==> config.mk <==
export PLATFORM = sky130hd
export DESIGN_NAME = k_best_sample_convergence_core_flat
export DESIGN_NICKNAME = d
export VERILOG_FILES = /design/src/design/kbsc_pkg.sv /design/src/design/kbsc_if.sv /design/src/design/kbsc_div.sv /design/src/design/kbsc_dp.sv /design/src/design/kbsc_ctrl.sv /design/src/design/k_best_sample_convergence_core.sv /design/src/flat_wrapper.sv
export SDC_FILE = /design/constraint.sdc
export NUM_CORES = 2
export LEC_CHECK = 0
export BUFFER_PORTS_ARGS = -buffer_cell sky130_fd_sc_hd__buf_4
export CAP_MARGIN = 20
export CORE_UTILIZATION = 55
export DETAILED_ROUTE_END_ITERATION = 7
export PLACE_DENSITY = 0.72
export SYNTH_ARGS = -nofsm -noshare
export SYNTH_HDL_FRONTEND = slang
export SYNTH_SLANG_ARGS = --single-unit
==> constraint.sdc <==
create_clock -name clk -period 11.8 [get_ports clk]
set_input_delay 2.36 -clock clk [delete_from_list [all_inputs] [get_ports clk]]
set_output_delay 2.36 -clock clk [all_outputs]
set_load 0.01 [all_outputs]
==> src/design/kbsc_pkg.sv <==
// Package of shared constants, types and a helper function for the k-best sample core.
package kbsc_pkg;

    localparam int DATA_W      = 64;
    localparam int COUNT_W     = 16;
    localparam int CFG_IDX_W   = 3;
    localparam int CFG_DATA_W  = 16;
    localparam int K_REQ_W     = 4;
    localparam int PERIOD_W    = 8;
    localparam int MAX_KEPT    = 8;
    localparam int ADDR_W      = (MAX_KEPT > 1) ? $clog2(MAX_KEPT) : 1;
    localparam int KEPT_W      = $clog2(MAX_KEPT + 1);
    localparam int DIV_ITER_W  = $clog2(DATA_W + 1);
    localparam int QUOT_ITERS  = DATA_W;
    localparam int MOD_ITERS   = COUNT_W;

    localparam logic [K_REQ_W-1:0]    RESET_REQUIRED = 4'd5;
    localparam logic [COUNT_W-1:0]    RESET_MAX_LIMIT = 16'd300;
    localparam logic [PERIOD_W-1:0]   RESET_PERIOD = 8'd60;
    localparam logic [CFG_DATA_W-1:0] RESET_DIVISOR = 16'd100;
    localparam logic [CFG_DATA_W-1:0] RESET_BASE = 16'd2;

    typedef enum logic [CFG_IDX_W-1:0] {
        CFG_REQUIRED_COUNT   = 3'd0,
        CFG_MAX_SAMPLE_LIMIT = 3'd1,
        CFG_SHIFT_PERIOD     = 3'd2,
        CFG_SPREAD_DIVISOR   = 3'd3,
        CFG_BASE_ALLOWANCE   = 3'd4
    } cfg_reg_t;

    typedef struct packed {
        logic load_item;
        logic div_mod_start;
        logic div_quot_start;
        logic idx_clear;
        logic drop_rd;
        logic drop_wr;
        logic drop_top_wr;
        logic pos_load;
        logic ins_rd;
        logic v_load;
        logic bub_rd;
        logic bub_wr;
        logic fin_wr;
        logic rd0;
        logic rd_top;
        logic best_load;
        logic top_load;
        logic out_load;
    } kbsc_cmd_t;

    typedef struct packed {
        logic drop_cand;
        logic div_done;
        logic rem_zero;
        logic idx_last;
        logic pos_zero;
        logic bub_gt;
    } kbsc_status_t;

    function automatic logic [KEPT_W-1:0] clamp_kept(input logic [K_REQ_W-1:0] req);
        logic [KEPT_W-1:0] k;
        if (req == '0)
            k = KEPT_W'(1);
        else if (int'(req) > MAX_KEPT)
            k = KEPT_W'(MAX_KEPT);
        else
            k = KEPT_W'(req);
        return k;
    endfunction

endpackage

==> src/design/kbsc_if.sv <==
// Valid/ready channel interfaces for samples, results and register writes.
interface kbsc_sample_if;
    import kbsc_pkg::*;
    logic              valid;
    logic              ready;
    logic [DATA_W-1:0] elapsed_time;
    logic              start_run;
    modport source (output valid, output elapsed_time, output start_run, input ready);
    modport sink (input valid, input elapsed_time, input start_run, output ready);
endinterface

interface kbsc_result_if;
    import kbsc_pkg::*;
    logic               valid;
    logic               ready;
    logic [DATA_W-1:0]  best_sample;
    logic [COUNT_W-1:0] samples_taken;
    logic               converged;
    logic               run_done;
    modport source (output valid, output best_sample, output samples_taken,
                    output converged, output run_done, input ready);
    modport sink (input valid, input best_sample, input samples_taken,
                  input converged, input run_done, output ready);
endinterface

interface kbsc_cfg_if;
    import kbsc_pkg::*;
    logic                  valid;
    logic                  ready;
    logic [CFG_IDX_W-1:0]  index;
    logic [CFG_DATA_W-1:0] data;
    modport source (output valid, output index, output data, input ready);
    modport sink (input valid, input index, input data, output ready);
endinterface

==> src/design/kbsc_div.sv <==
// Shared restoring divider, one quotient bit per cycle, with a selectable step count.
module kbsc_div
    import kbsc_pkg::*;
(
    input  logic                  clk,
    input  logic                  rst_n,
    input  logic                  start,
    input  logic [DATA_W-1:0]     dividend,
    input  logic [CFG_DATA_W-1:0] divisor,
    input  logic [DIV_ITER_W-1:0] iters,
    output logic                  done,
    output logic [DATA_W-1:0]     quotient,
    output logic [CFG_DATA_W-1:0] remainder
);

    logic [DATA_W-1:0]     q_reg;
    logic [CFG_DATA_W-1:0] r_reg;
    logic [CFG_DATA_W-1:0] d_reg;
    logic [DIV_ITER_W-1:0] cnt_reg;
    logic                  busy_reg;
    logic                  done_reg;
    logic [CFG_DATA_W:0]   trial;
    logic [CFG_DATA_W:0]   diff;
    logic                  ge;

    assign trial = {r_reg, q_reg[DATA_W-1]};
    assign diff  = trial - {1'b0, d_reg};
    assign ge    = trial >= {1'b0, d_reg};

    always_ff @(posedge clk or negedge rst_n)
    begin
        if (!rst_n)
        begin
            busy_reg <= 1'b0;
            done_reg <= 1'b0;
            cnt_reg  <= '0;
        end
        else if (start)
        begin
            busy_reg <= 1'b1;
            done_reg <= 1'b0;
            cnt_reg  <= iters;
        end
        else if (busy_reg)
        begin
            cnt_reg <= cnt_reg - DIV_ITER_W'(1);
            if (cnt_reg == DIV_ITER_W'(1))
            begin
                busy_reg <= 1'b0;
                done_reg <= 1'b1;
            end
        end
    end

    always_ff @(posedge clk)
    begin
        if (start)
        begin
            q_reg <= dividend;
            r_reg <= '0;
            d_reg <= divisor;
        end
        else if (busy_reg)
        begin
            q_reg <= {q_reg[DATA_W-2:0], ge};
            r_reg <= ge ? diff[CFG_DATA_W-1:0] : trial[CFG_DATA_W-1:0];
        end
    end

    assign done      = done_reg;
    assign quotient  = q_reg;
    assign remainder = r_reg;

endmodule

==> src/design/kbsc_dp.sv <==
// Datapath: registers, sorted sample store, divider and result arithmetic.
module kbsc_dp
    import kbsc_pkg::*;
(
    input  logic                  clk,
    input  logic                  rst_n,
    input  logic                  cfg_valid,
    input  logic [CFG_IDX_W-1:0]  cfg_index,
    input  logic [CFG_DATA_W-1:0] cfg_data,
    input  logic [DATA_W-1:0]     elapsed_time,
    input  logic                  start_run,
    input  kbsc_cmd_t             cmd,
    output kbsc_status_t          status,
    output logic [DATA_W-1:0]     best_sample,
    output logic [COUNT_W-1:0]    samples_taken,
    output logic                  converged,
    output logic                  run_done
);

    logic [K_REQ_W-1:0]    required_reg;
    logic [COUNT_W-1:0]    max_limit_reg;
    logic [PERIOD_W-1:0]   period_reg;
    logic [CFG_DATA_W-1:0] divisor_reg;
    logic [CFG_DATA_W-1:0] base_reg;

    logic [COUNT_W-1:0]    cnt_reg;
    logic [COUNT_W-1:0]    s_reg;
    logic [DATA_W-1:0]     elapsed_reg;
    logic [DATA_W-1:0]     v_reg;
    logic [DATA_W-1:0]     best_reg;
    logic [DATA_W-1:0]     top_reg;
    logic [DATA_W-1:0]     delta_reg;
    logic [DATA_W-1:0]     spread_reg;
    logic [DATA_W-1:0]     rd_data_reg;
    logic [ADDR_W-1:0]     pos_reg;
    logic [ADDR_W-1:0]     idx_reg;

    logic [DATA_W-1:0]     out_best_reg;
    logic [COUNT_W-1:0]    out_cnt_reg;
    logic                  out_conv_reg;
    logic                  out_done_reg;

    logic [DATA_W-1:0]     store_mem [MAX_KEPT];

    logic [KEPT_W-1:0]     k;
    logic [ADDR_W-1:0]     k_m1;
    logic [COUNT_W-1:0]    k_ext;
    logic [COUNT_W-1:0]    s_next;
    logic [COUNT_W-1:0]    cnt_next;
    logic                  s_lt_k;
    logic [ADDR_W-1:0]     pos_calc;
    logic                  place;
    logic                  conv;

    logic                  mem_we;
    logic [ADDR_W-1:0]     mem_wa;
    logic [DATA_W-1:0]     mem_wd;
    logic                  mem_re;
    logic [ADDR_W-1:0]     mem_ra;

    logic                  div_start;
    logic [DATA_W-1:0]     div_dividend;
    logic [CFG_DATA_W-1:0] div_divisor;
    logic [DIV_ITER_W-1:0] div_iters;
    logic                  div_done;
    logic [DATA_W-1:0]     div_quot;
    logic [CFG_DATA_W-1:0] div_rem;
    logic [DATA_W:0]       spread_sum;

    assign k        = clamp_kept(required_reg);
    assign k_m1     = ADDR_W'(k - KEPT_W'(1));
    assign k_ext    = COUNT_W'(k);
    assign s_lt_k   = s_reg < k_ext;
    assign pos_calc = s_lt_k ? s_reg[ADDR_W-1:0] : k_m1;
    assign place    = s_lt_k || (elapsed_reg < rd_data_reg);

    assign s_next   = start_run ? '0 : cnt_reg;
    assign cnt_next = (s_next == '1) ? s_next : s_next + COUNT_W'(1);

    always_ff @(posedge clk or negedge rst_n)
    begin
        if (!rst_n)
        begin
            required_reg  <= RESET_REQUIRED;
            max_limit_reg <= RESET_MAX_LIMIT;
            period_reg    <= RESET_PERIOD;
            divisor_reg   <= RESET_DIVISOR;
            base_reg      <= RESET_BASE;
        end
        else if (cfg_valid)
        begin
            case (cfg_reg_t'(cfg_index))
                CFG_REQUIRED_COUNT:   required_reg  <= cfg_data[K_REQ_W-1:0];
                CFG_MAX_SAMPLE_LIMIT: max_limit_reg <= cfg_data[COUNT_W-1:0];
                CFG_SHIFT_PERIOD:     period_reg    <= cfg_data[PERIOD_W-1:0];
                CFG_SPREAD_DIVISOR:   divisor_reg   <= cfg_data;
                CFG_BASE_ALLOWANCE:   base_reg      <= cfg_data;
                default:              ;
            endcase
        end
    end

    always_ff @(posedge clk or negedge rst_n)
    begin
        if (!rst_n)
            cnt_reg <= '0;
        else if (cmd.load_item)
            cnt_reg <= cnt_next;
    end

    always_comb
    begin
        mem_we = 1'b0;
        mem_wa = idx_reg;
        mem_wd = rd_data_reg;
        if (cmd.drop_wr)
        begin
            mem_we = 1'b1;
        end
        else if (cmd.drop_top_wr)
        begin
            mem_we = 1'b1;
            mem_wd = '1;
        end
        else if (cmd.bub_wr)
        begin
            mem_we = 1'b1;
            mem_wa = pos_reg;
        end
        else if (cmd.fin_wr)
        begin
            mem_we = 1'b1;
            mem_wa = pos_reg;
            mem_wd = v_reg;
        end
    end

    always_comb
    begin
        mem_re = 1'b1;
        mem_ra = '0;
        if (cmd.drop_rd)
            mem_ra = idx_reg + ADDR_W'(1);
        else if (cmd.ins_rd)
            mem_ra = pos_calc;
        else if (cmd.bub_rd)
            mem_ra = pos_reg - ADDR_W'(1);
        else if (cmd.rd_top)
            mem_ra = k_m1;
        else if (!cmd.rd0)
            mem_re = 1'b0;
    end

    always_ff @(posedge clk)
    begin
        if (mem_we)
            store_mem[mem_wa] <= mem_wd;
        if (mem_re)
            rd_data_reg <= store_mem[mem_ra];
    end

    always_ff @(posedge clk)
    begin
        if (cmd.load_item)
        begin
            elapsed_reg <= elapsed_time;
            s_reg       <= s_next;
        end
        if (cmd.idx_clear)
            idx_reg <= '0;
        else if (cmd.drop_wr)
            idx_reg <= idx_reg + ADDR_W'(1);
        if (cmd.pos_load)
            pos_reg <= pos_calc;
        else if (cmd.bub_wr)
            pos_reg <= pos_reg - ADDR_W'(1);
        if (cmd.v_load)
            v_reg <= place ? elapsed_reg : rd_data_reg;
        if (cmd.best_load)
            best_reg <= rd_data_reg;
        if (cmd.top_load)
            top_reg <= rd_data_reg;
        delta_reg  <= top_reg - best_reg;
        spread_reg <= spread_sum[DATA_W] ? '1 : spread_sum[DATA_W-1:0];
    end

    assign div_start    = cmd.div_mod_start || cmd.div_quot_start;
    assign div_dividend = cmd.div_mod_start ? {s_reg, {(DATA_W-COUNT_W){1'b0}}} : best_reg;
    assign div_divisor  = cmd.div_mod_start ? CFG_DATA_W'(period_reg)
                        : ((divisor_reg == '0) ? CFG_DATA_W'(1) : divisor_reg);
    assign div_iters    = cmd.div_mod_start ? DIV_ITER_W'(MOD_ITERS) : DIV_ITER_W'(QUOT_ITERS);

    kbsc_div u_div (
        .clk       (clk),
        .rst_n     (rst_n),
        .start     (div_start),
        .dividend  (div_dividend),
        .divisor   (div_divisor),
        .iters     (div_iters),
        .done      (div_done),
        .quotient  (div_quot),
        .remainder (div_rem)
    );

    assign spread_sum = {1'b0, div_quot} + (DATA_W+1)'(base_reg);

    assign conv = (cnt_reg >= k_ext) && (delta_reg < spread_reg);

    always_ff @(posedge clk)
    begin
        if (cmd.out_load)
        begin
            out_best_reg <= best_reg;
            out_cnt_reg  <= cnt_reg;
            out_conv_reg <= conv;
            out_done_reg <= conv || (cnt_reg >= max_limit_reg);
        end
    end

    assign status.drop_cand = (period_reg != '0) && !s_lt_k;
    assign status.div_done  = div_done;
    assign status.rem_zero  = (div_rem == '0);
    assign status.idx_last  = (idx_reg == k_m1);
    assign status.pos_zero  = (pos_reg == '0);
    assign status.bub_gt    = rd_data_reg > v_reg;

    assign best_sample   = out_best_reg;
    assign samples_taken = out_cnt_reg;
    assign converged     = out_conv_reg;
    assign run_done      = out_done_reg;

endmodule

==> src/design/kbsc_ctrl.sv <==
// Controller state machine that sequences one sample through the datapath.
module kbsc_ctrl
    import kbsc_pkg::*;
(
    input  logic         clk,
    input  logic         rst_n,
    input  logic         in_valid,
    output logic         in_ready,
    output logic         out_valid,
    input  logic         out_ready,
    input  kbsc_status_t status,
    output kbsc_cmd_t    cmd
);

    typedef enum logic [3:0] {
        S_IDLE,
        S_MOD_START,
        S_MOD_WAIT,
        S_DROP_RD,
        S_DROP_WR,
        S_INS_RD,
        S_INS_CMP,
        S_BUB_RD,
        S_BUB_CMP,
        S_BUB_FIN,
        S_RES_RD0,
        S_RES_RD1,
        S_RES_DIV,
        S_RES_WAIT,
        S_RES_SUM,
        S_OUT
    } state_t;

    state_t state_reg;
    state_t state_next;
    logic   out_valid_reg;

    assign in_ready  = (state_reg == S_IDLE);
    assign out_valid = out_valid_reg;

    always_comb
    begin
        cmd        = '0;
        state_next = state_reg;
        case (state_reg)
            S_IDLE:
            begin
                if (in_valid)
                begin
                    cmd.load_item = 1'b1;
                    state_next    = S_MOD_START;
                end
            end
            S_MOD_START:
            begin
                if (status.drop_cand)
                begin
                    cmd.div_mod_start = 1'b1;
                    state_next        = S_MOD_WAIT;
                end
                else
                    state_next = S_INS_RD;
            end
            S_MOD_WAIT:
            begin
                if (status.div_done)
                begin
                    cmd.idx_clear = 1'b1;
                    state_next    = status.rem_zero ? S_DROP_RD : S_INS_RD;
                end
            end
            S_DROP_RD:
            begin
                if (status.idx_last)
                begin
                    cmd.drop_top_wr = 1'b1;
                    state_next      = S_INS_RD;
                end
                else
                begin
                    cmd.drop_rd = 1'b1;
                    state_next  = S_DROP_WR;
                end
            end
            S_DROP_WR:
            begin
                cmd.drop_wr = 1'b1;
                state_next  = S_DROP_RD;
            end
            S_INS_RD:
            begin
                cmd.pos_load = 1'b1;
                cmd.ins_rd   = 1'b1;
                state_next   = S_INS_CMP;
            end
            S_INS_CMP:
            begin
                cmd.v_load = 1'b1;
                state_next = S_BUB_RD;
            end
            S_BUB_RD:
            begin
                if (status.pos_zero)
                    state_next = S_BUB_FIN;
                else
                begin
                    cmd.bub_rd = 1'b1;
                    state_next = S_BUB_CMP;
                end
            end
            S_BUB_CMP:
            begin
                if (status.bub_gt)
                begin
                    cmd.bub_wr = 1'b1;
                    state_next = S_BUB_RD;
                end
                else
                    state_next = S_BUB_FIN;
            end
            S_BUB_FIN:
            begin
                cmd.fin_wr = 1'b1;
                state_next = S_RES_RD0;
            end
            S_RES_RD0:
            begin
                cmd.rd0    = 1'b1;
                state_next = S_RES_RD1;
            end
            S_RES_RD1:
            begin
                cmd.best_load = 1'b1;
                cmd.rd_top    = 1'b1;
                state_next    = S_RES_DIV;
            end
            S_RES_DIV:
            begin
                cmd.top_load       = 1'b1;
                cmd.div_quot_start = 1'b1;
                state_next         = S_RES_WAIT;
            end
            S_RES_WAIT:
            begin
                if (status.div_done)
                    state_next = S_RES_SUM;
            end
            S_RES_SUM:
            begin
                state_next = S_OUT;
            end
            S_OUT:
            begin
                if (!out_valid_reg || out_ready)
                begin
                    cmd.out_load = 1'b1;
                    state_next   = S_IDLE;
                end
            end
            default:
            begin
                state_next = S_IDLE;
            end
        endcase
    end

    always_ff @(posedge clk or negedge rst_n)
    begin
        if (!rst_n)
        begin
            state_reg     <= S_IDLE;
            out_valid_reg <= 1'b0;
        end
        else
        begin
            state_reg <= state_next;
            if (cmd.out_load)
                out_valid_reg <= 1'b1;
            else if (out_ready)
                out_valid_reg <= 1'b0;
        end
    end

endmodule

==> src/design/k_best_sample_convergence_core.sv <==
// Top level of the k-best sample convergence core.
// The core takes one timing sample at a time and answers each with one result: the
// best sample, the run's sample count, and the converged and run-done flags. It works
// on one sample at a time and takes no new sample until the last one's result has been
// loaded into the output register. A sample may first go through a 16-step modulo
// pass and then a drop pass over the kept slots; it then moves down through the sample
// store, and a 64-step quotient pass of the shared bit-serial divider ends its work.
// The modulo pass uses the same divider. A finished result waits in an output register,
// and register writes are taken in any cycle.
module k_best_sample_convergence_core
    import kbsc_pkg::*;
(
    input  logic          clk,
    input  logic          rst_n,
    kbsc_sample_if.sink   sample,
    kbsc_result_if.source result,
    kbsc_cfg_if.sink      cfg
);

    kbsc_cmd_t    cmd;
    kbsc_status_t status;

    assign cfg.ready = 1'b1;

    kbsc_ctrl u_ctrl (
        .clk       (clk),
        .rst_n     (rst_n),
        .in_valid  (sample.valid),
        .in_ready  (sample.ready),
        .out_valid (result.valid),
        .out_ready (result.ready),
        .status    (status),
        .cmd       (cmd)
    );

    kbsc_dp u_dp (
        .clk           (clk),
        .rst_n         (rst_n),
        .cfg_valid     (cfg.valid),
        .cfg_index     (cfg.index),
        .cfg_data      (cfg.data),
        .elapsed_time  (sample.elapsed_time),
        .start_run     (sample.start_run),
        .cmd           (cmd),
        .status        (status),
        .best_sample   (result.best_sample),
        .samples_taken (result.samples_taken),
        .converged     (result.converged),
        .run_done      (result.run_done)
    );

endmodule

==> src/flat_wrapper.sv <==
// flat-port wrapper written by rule: the top's interface ports become plain ports
module k_best_sample_convergence_core_flat import kbsc_pkg::*;
  (clk, rst_n, sample_valid, sample_elapsed_time, sample_start_run, sample_ready, result_valid, result_best_sample, result_samples_taken, result_converged, result_run_done, result_ready, cfg_valid, cfg_index, cfg_data, cfg_ready);
  kbsc_sample_if sample_i ();
  kbsc_result_if result_i ();
  kbsc_cfg_if cfg_i ();
  input  logic clk;
  input  logic rst_n;
  input wire logic [$bits(sample_i.valid)-1:0] sample_valid;
  input wire logic [$bits(sample_i.elapsed_time)-1:0] sample_elapsed_time;
  input wire logic [$bits(sample_i.start_run)-1:0] sample_start_run;
  output wire logic [$bits(sample_i.ready)-1:0] sample_ready;
  output wire logic [$bits(result_i.valid)-1:0] result_valid;
  output wire logic [$bits(result_i.best_sample)-1:0] result_best_sample;
  output wire logic [$bits(result_i.samples_taken)-1:0] result_samples_taken;
  output wire logic [$bits(result_i.converged)-1:0] result_converged;
  output wire logic [$bits(result_i.run_done)-1:0] result_run_done;
  input wire logic [$bits(result_i.ready)-1:0] result_ready;
  input wire logic [$bits(cfg_i.valid)-1:0] cfg_valid;
  input wire logic [$bits(cfg_i.index)-1:0] cfg_index;
  input wire logic [$bits(cfg_i.data)-1:0] cfg_data;
  output wire logic [$bits(cfg_i.ready)-1:0] cfg_ready;
  assign sample_i.valid = sample_valid;
  assign sample_i.elapsed_time = sample_elapsed_time;
  assign sample_i.start_run = sample_start_run;
  assign sample_ready = sample_i.ready;
  assign result_valid = result_i.valid;
  assign result_best_sample = result_i.best_sample;
  assign result_samples_taken = result_i.samples_taken;
  assign result_converged = result_i.converged;
  assign result_run_done = result_i.run_done;
  assign result_i.ready = result_ready;
  assign cfg_i.valid = cfg_valid;
  assign cfg_i.index = cfg_index;
  assign cfg_i.data = cfg_data;
  assign cfg_ready = cfg_i.ready;
  k_best_sample_convergence_core u_core (.clk(clk), .rst_n(rst_n), .sample(sample_i), .result(result_i), .cfg(cfg_i));
endmodule
Yosys cells after proc, flatten, opt, wreduce, memory -nomap -nowiden
Memory sizes are Yosys's and may differ from the RTL's. A register that Yosys moved wholly into a read port is not among the register bits.
Index checks and enable logic that the tools add are counted.

storage, ports and cells
  flip-flop bits (word level) = 674
  RAM bits = 512
  input port bits = 89
  output and inout bits = 85
  logic and storage cells = 179
  memories kept = 1

memories
  memory                 depth  width  read ports  clocked after Yosys merged registers in  write ports  line           text
  u_core.u_dp.store_mem  8      64     1           1                                        1            kbsc_dp.sv:43  logic [DATA_W-1:0] store_mem [MAX_KEPT];

cells by class
  add/subtract/negate cells = 8
  order comparisons = 8
  equal/unequal tests = 26
  muxes and demuxes = 81
  reduce and logical (&&, ||, !) cells = 27

operators by type and width
  kind                                                                    count
  64-bit two-way mux                                                      8
  64-bit less-than comparator                                             2
  64-bit by 16-bit adder with 65-bit output                               1
  64-bit greater-than comparator                                          1
  4-bit case mux with 16 select lines                                     1
  64-bit subtractor                                                       1
  16-bit two-way mux                                                      3
  1-bit two-way mux                                                       42
  3-bit two-way mux                                                       13
  4-bit equality test (second input constant)                             8
  16-bit logical NOT                                                      2
  4-bit two-way mux                                                       7
  7-bit two-way mux                                                       3
  17-bit by 16-bit greater-or-equal comparator with 1-bit output          1
  16-bit by 1-bit adder with 16-bit output (second input constant)        1
  16-bit equality test (second input constant)                            1
  4-bit by 3-bit equality test with 1-bit output (second input constant)  4
  16-bit greater-or-equal comparator                                      1
  16-bit by 4-bit greater-or-equal comparator with 1-bit output           1
  16-bit by 4-bit less-than comparator with 1-bit output                  1
  8-bit two-way mux                                                       2
  16-bit subtractor                                                       1
  2-bit AND reduction                                                     6
  4-bit by 2-bit equality test with 1-bit output (second input constant)  2
  other kinds (21)                                                        37

Depth between registers and ports, before layout
  depth in word-level cells = 11
  depth in mapped cells = 14
  gate-level depth less buffers = 12

Hierarchy
A second synthesis with hierarchy kept.

second synthesis, totals
  cell total of the unflattened synthesis = 4620
  area, all modules = 57830.5 sq um

by module, submodules not included
  module                          times used  cells each  area each (sq um)  sequential area each (sq um)
  kbsc_dp                         1           4104        51832.2            32558.7
  kbsc_div                        1           436         5388.9             2947.8
  kbsc_ctrl                       1           78          598.1              125.1
  k_best_sample_convergence_core  1           2           11.3               0.0

Least setup slack after synthesis
No wires, ideal clock.

  path type = register -> register
  start point = register u_core.u_dp.required_reg[2]
  end point = register u_core.u_dp.rd_data_reg[0], read port of u_core.u_dp.store_mem (enable)
  library setup time = 706 ps
  arrival time = 8961 ps
  required time = 11094 ps
  setup slack = 2133 ps
  stages on the path, launching flop included = 9
  path buffers = 0
  period minus slack after synthesis = 9667 ps
  cell sequence = dfstp_2 -> nor2_1 -> o21ai_0 -> ha_1 -> xnor2_1 -> xnor2_1 -> nand3_1 -> a21oi_1 -> o311ai_0

on the way
  word-level cells in the longest chain between the ends = 8
  elaborated cells between the ends (all ways) = 15
  those cells by class = add/sub (1); order compare (2); eq/ne (1); mux (10); reduce/logical (1)

ends and longest elaborated chain
  item                                             line             text
  start: declaration                               kbsc_dp.sv:20    logic [K_REQ_W-1:0] required_reg;
  start signal: assignment                         kbsc_dp.sv:93    CFG_REQUIRED_COUNT: required_reg <= cfg_data[K_REQ_W-1:0];
  4-bit greater-than comparator                    kbsc_pkg.sv:65   else if (int'(req) > MAX_KEPT)
  4-bit two-way mux                                kbsc_pkg.sv:65
  4-bit two-way mux (*)                            kbsc_pkg.sv:63   if (req == '0)
  3-bit by 1-bit subtractor with 3-bit output (*)  kbsc_dp.sv:71    assign k_m1 = ADDR_W'(k - KEPT_W'(1));
  3-bit equality test (*)                          kbsc_dp.sv:223   assign status.idx_last = (idx_reg == k_m1);
  1-bit two-way mux (*)                            kbsc_ctrl.sv:74  if (status.idx_last)
  1-bit two-way mux (*)                            kbsc_ctrl.sv:45  case (state_reg)
  1-bit two-way mux (*)                            kbsc_dp.sv:142   if (cmd.drop_rd)
  net u_core.u_dp.mem_re                           kbsc_dp.sv:58    logic mem_re;
  end: declaration                                 kbsc_dp.sv:34    logic [DATA_W-1:0] rd_data_reg;

The timed path passes the listed nets; every way through them passes the cells marked *.
A chain may end at the register's enable or synchronous reset.

Final worst setup path
  start point = register u_core.u_dp.required_reg[2]
  end point = register u_core.u_dp.rd_data_reg[27], read port of u_core.u_dp.store_mem, data pin

on the way
  word-level cells in the longest chain between the ends = 8
  elaborated cells between the ends (all ways) = 15
  those cells by class = add/sub (1); order compare (2); eq/ne (1); mux (10); reduce/logical (1)

ends and longest elaborated chain
  item                                                                                                            line
  4-bit greater-than comparator                                                                                   kbsc_pkg.sv:65
  4-bit two-way mux                                                                                               kbsc_pkg.sv:65
  4-bit two-way mux (*)                                                                                           kbsc_pkg.sv:63
  parallel branches: the longest is 5 deep, another holds 16-bit by 4-bit less-than comparator with 1-bit output  -

Every way passes the cells marked *.

==> metrics.txt <==
run status=complete, no violations; Reg-to-Reg Start=u_core.u_dp.required_reg[2]$_DFFE_PN1P_; Final Hold Viols=0; Slowest cell on crit path=o21a_4; Warnings, synthesis=0; number of nets with antenna violations after detailed routing=0; Post-Syn Nets=4780; pin count of the biggest net entering global routing=~150; worst r2r dst=u_core.u_dp.rd_data_reg[27]$_DFFE_PP_; flip-flop count of the largest register, all copies and words added=512; worst vdd ir=between 200 and 250 uV; wire length of the first global-routing pass=a little over 200000 um; worst path required time=between 10 and 15 ns; launching element type of the critical path=flop; average wire per standard cell=about 23 um; Finish-stage setup viols=0; critical path launch point=u_core.u_dp.required_reg[2]$_DFFE_PN1P_; Biggest register=u_core.u_dp.store_mem; area of the mapped netlist=0.0579 mm^2; number of instances in the synthesized netlist=approximately 4400; Layout Skew=0.0276 ns; TritonCTS clock tree=yes; dominant cell by count in the synthesized netlist=edfxtp_1; Die ar.=0.107 mm^2; core area=0.104 mm^2; clock period minus worst slack=between 5 and 6 ns; Arr. time, crit path=about 6.1 ns; fraction of layout instances using a drive strength above 1=0.140; Via Count=35504; CP endpoint kind=flop; worst path bufs/invs=2; async set-or-reset flop fraction in the synthesized netlist=0.0720; HPWL reported at the end of detailed placement=between 90000 and 100000 um; Slew Limit Fails=0; pwr dens=roughly 270 mW/mm^2; overall fraction of global-route tracks in use=0.257; cells resized by post-CTS repair=0; # Post-CTS Setup Buffers=0; I/O pins=174; Starting Density=0.557; number of antenna violations at the first check in global routing=7; count of input and output buffers=approximately 170; final-stage net count=4982; clock latency at the later pin of the worst-skew pair=roughly 0.75 ns; number of flops mapped to enable cells by yosys=1013; Layout area overhead=12.3%; total negative slack for setup checks=0 ns; critical path endpoint=u_core.u_dp.rd_data_reg[27]$_DFFE_PP_; Register-to-Register Path Depth=13; cells taking the most area after synthesis=edfxtp_1 (53%), mux2i_1 (6.9%), ha_1 (6.8%); Max-Slew Margin vs Limit=0.177; final weighted congestion in routability-driven placement=0.914; worst stage delay on the critical path=between 0.8 and 0.9 ns; mean cell area of the mapped netlist=13.2 um^2; most common library cells after synthesis=edfxtp_1 (1013), mux2i_1 (401), inv_1 (335); number of synthesized register bits=1250; leakage power summed over all cells=about 0.026 uW; reg-to-reg slack, setup=just over 6 ns; Row Count=roughly 120; ordered cell list for the critical path=nor2_1 -> o21ai_0 -> ha_1 -> xnor2_1 -> xnor2_1 -> nand3_1 -> and3_1 -> a221oi_1 -> o21a_4 -> buf_4 -> buf_4 -> mux2i_1 -> mux2_2; largest area contributor in the netlist=edfxtp_1; vias in the first global route=roughly 35000; RSZ-0062 raised after global routing=no; DRC violations left=0; mean number of vias per cell=~5.9; Die Y-Extent=326 um; most frequently used flop master after synthesis=edfxtp_1; Filler cells=7910; x dimension of the die=approximately 330 um; hold buffers post-CTS=0; dominant delay contributor by cell family on the critical path=compound AO/OA/AOI/OAI gates; overflow left after global routing=0; TritonCTS sink count=approximately 1300; type of the worst setup path=reg2reg; actual transition at the worst max-transition pin=roughly 1.2 ns; clk slew on worst S/H paths=~0.06 ns; post-route fraction of the period consumed by the critical path=0.475; hold crit path type=reg2reg; CTS Buf Count=around 130; number of distinct library cells after synthesis=85; maximum buffer depth of the clock tree=3; DRC marker count from the first detailed-route iteration=roughly 2800; deepest level of the CTS H-tree=4; share of the synthesized area in the top cell type=0.525; total wire length=between 100000 and 150000 um; iteration count of the initial detailed-routing pass=6; biggest fanout along the worst timing path=49; number of max-cap violations=0; share of synthesized area occupied by flip-flops and latches=0.615; Antenna Cells=0; Worst Hold Margin=0.455 ns; Max Clock Freq=between 0.15 and 0.2 GHz; clk root buf=clkbuf_16; Critical Path Stages=13
## power by group
part	internal [uW]	total [uW]	leakage (uW)	switching (uW)
clock network	2420	4140	0.00211	1720
logic	2560	6190	0.0119	3630
registers	6550	7410	0.0116	851
total	11500	17700	0.0257	6200
## metal layers
layer  global-route usage  part of all wire  vias up
met3               0.0305             0.053      212
li1                     -                 -    16710
met1                0.355              0.44    17496
met4               0.0786             0.025        0
met5                    0                 0        -
met2                0.427              0.48     1086
## cells by family (layout without fill, tap and decap cells)
family / after synthesis / in the layout / share of synthesized area
muxes: 583 / 583 / 0.105
AOI/OAI and AO/OA: 740 / 740 / 0.0829
adders and majority gates: 318 / 318 / 0.0691
xor gates and xnor gates: 140 / 140 / 0.0212
other: 1 / 1 / 0.0000648
DFF: 1250 / 1250 / 0.615
and+or+nand+nor: 849 / 849 / 0.0703
buffers and inverters: 492 / 803 / 0.0363
## worst min path at each step
stage,end,from,cells after the start,slack [ns]
after floorplan,u_core.u_dp.best_sample[10]$_DFFE_PP_,u_core.u_dp.best_reg[10]$_DFFE_PP_,0,0.43
after global placement,u_core.u_dp.best_sample[25]$_DFFE_PP_,u_core.u_dp.best_reg[25]$_DFFE_PP_,0,0.44
after detailed placement,u_core.u_dp.best_sample[25]$_DFFE_PP_,u_core.u_dp.best_reg[25]$_DFFE_PP_,0,0.44
after CTS,u_core.u_dp.best_sample[25]$_DFFE_PP_,u_core.u_dp.best_reg[25]$_DFFE_PP_,0,0.46
after global routing,u_core.u_dp.best_sample[25]$_DFFE_PP_,u_core.u_dp.best_reg[25]$_DFFE_PP_,0,0.47
final,u_core.u_dp.best_sample[25]$_DFFE_PP_,u_core.u_dp.best_reg[25]$_DFFE_PP_,0,0.46
## per-stage QoR
| step | instances | setup slack (ns) | area [um^2] | power, uW | utilization |
|---|---|---|---|---|---|
| 2_1_floorplan | 4373 | 2.13 | 57900 | 11800 | - |
| 3_3_place_gp | 5820 | 6.34 | 60700 | 13400 | 0.584 |
| 3_5_place_dp | 5820 | 6.22 | 60700 | 13600 | 0.584 |
| 4_1_cts | 6064 | 6.20 | 65000 | 17800 | 0.626 |
| 5_1_grt | 6064 | 5.88 | 65000 | 18700 | 0.626 |
| 6_report | 6064 | 6.19 | 65000 | 17700 | 0.626 |
## cell usage in the layout (no fill, tap or decap), types with 11 or more instances in the layout
cell type  synthesis  final
edfxtp_1        1013   1013
mux2i_1          401    401
inv_1            335    334
nand2_1          329    327
ha_1             315    315
buf_4              3    220
mux2_2           182    182
o21ai_0          179    172
a21oi_1          168    167
dfxtp_1          147    147
clkbuf_16          0    137
a21o_1           125    125
nor2_1           122    118
nand3_1          109    107
o211ai_1          91     91
xnor2_1           76     76
dfrtp_1           76     76
nand4_1           67     67
xor2_1            64     64
nor2b_1           37     37
nor3_1            39     36
clkinv_1           2     29
nor4_1            26     25
nand2b_1          23     23
o21a_1            24     23
and3_1            23     23
clkbuf_1          90     21
clkinv_2           0     19
and4_1            17     17
a31oi_1           17     17
and2_1            16     16
a211oi_1          15     15
a22oi_1           14     14
dfstp_2           14     14
or3_1             14     13
o2111ai_1         13     12
bufinv_16          0     11
## area by class of cell
class | instances | area, um^2 | area share
clock buffers | 165 | 3600 | 0.0554
clock inverters | 79 | 734 | 0.0113
inverters | 338 | 1270 | 0.0196
multi-input cells | 2631 | 20400 | 0.314
flip-flops and latches | 1250 | 35600 | 0.548
well taps | 1380 | 1730 | 0.0266
repair buffers | 221 | 1670 | 0.0257
## worst reg2reg max path: cells and delay by family (launching register included)
family / cells / cell delay [ns]
DFF: 1 / 0.55
and+or+nand+nor: 3 / 0.47
xor gates and xnor gates: 2 / 0.35
buffers and inverters: 2 / 1.61
AOI/OAI and AO/OA: 3 / 1.62
adders and majority gates: 1 / 0.27
muxes: 2 / 0.50
No activity file was read; power rests on OpenSTA's default activity.
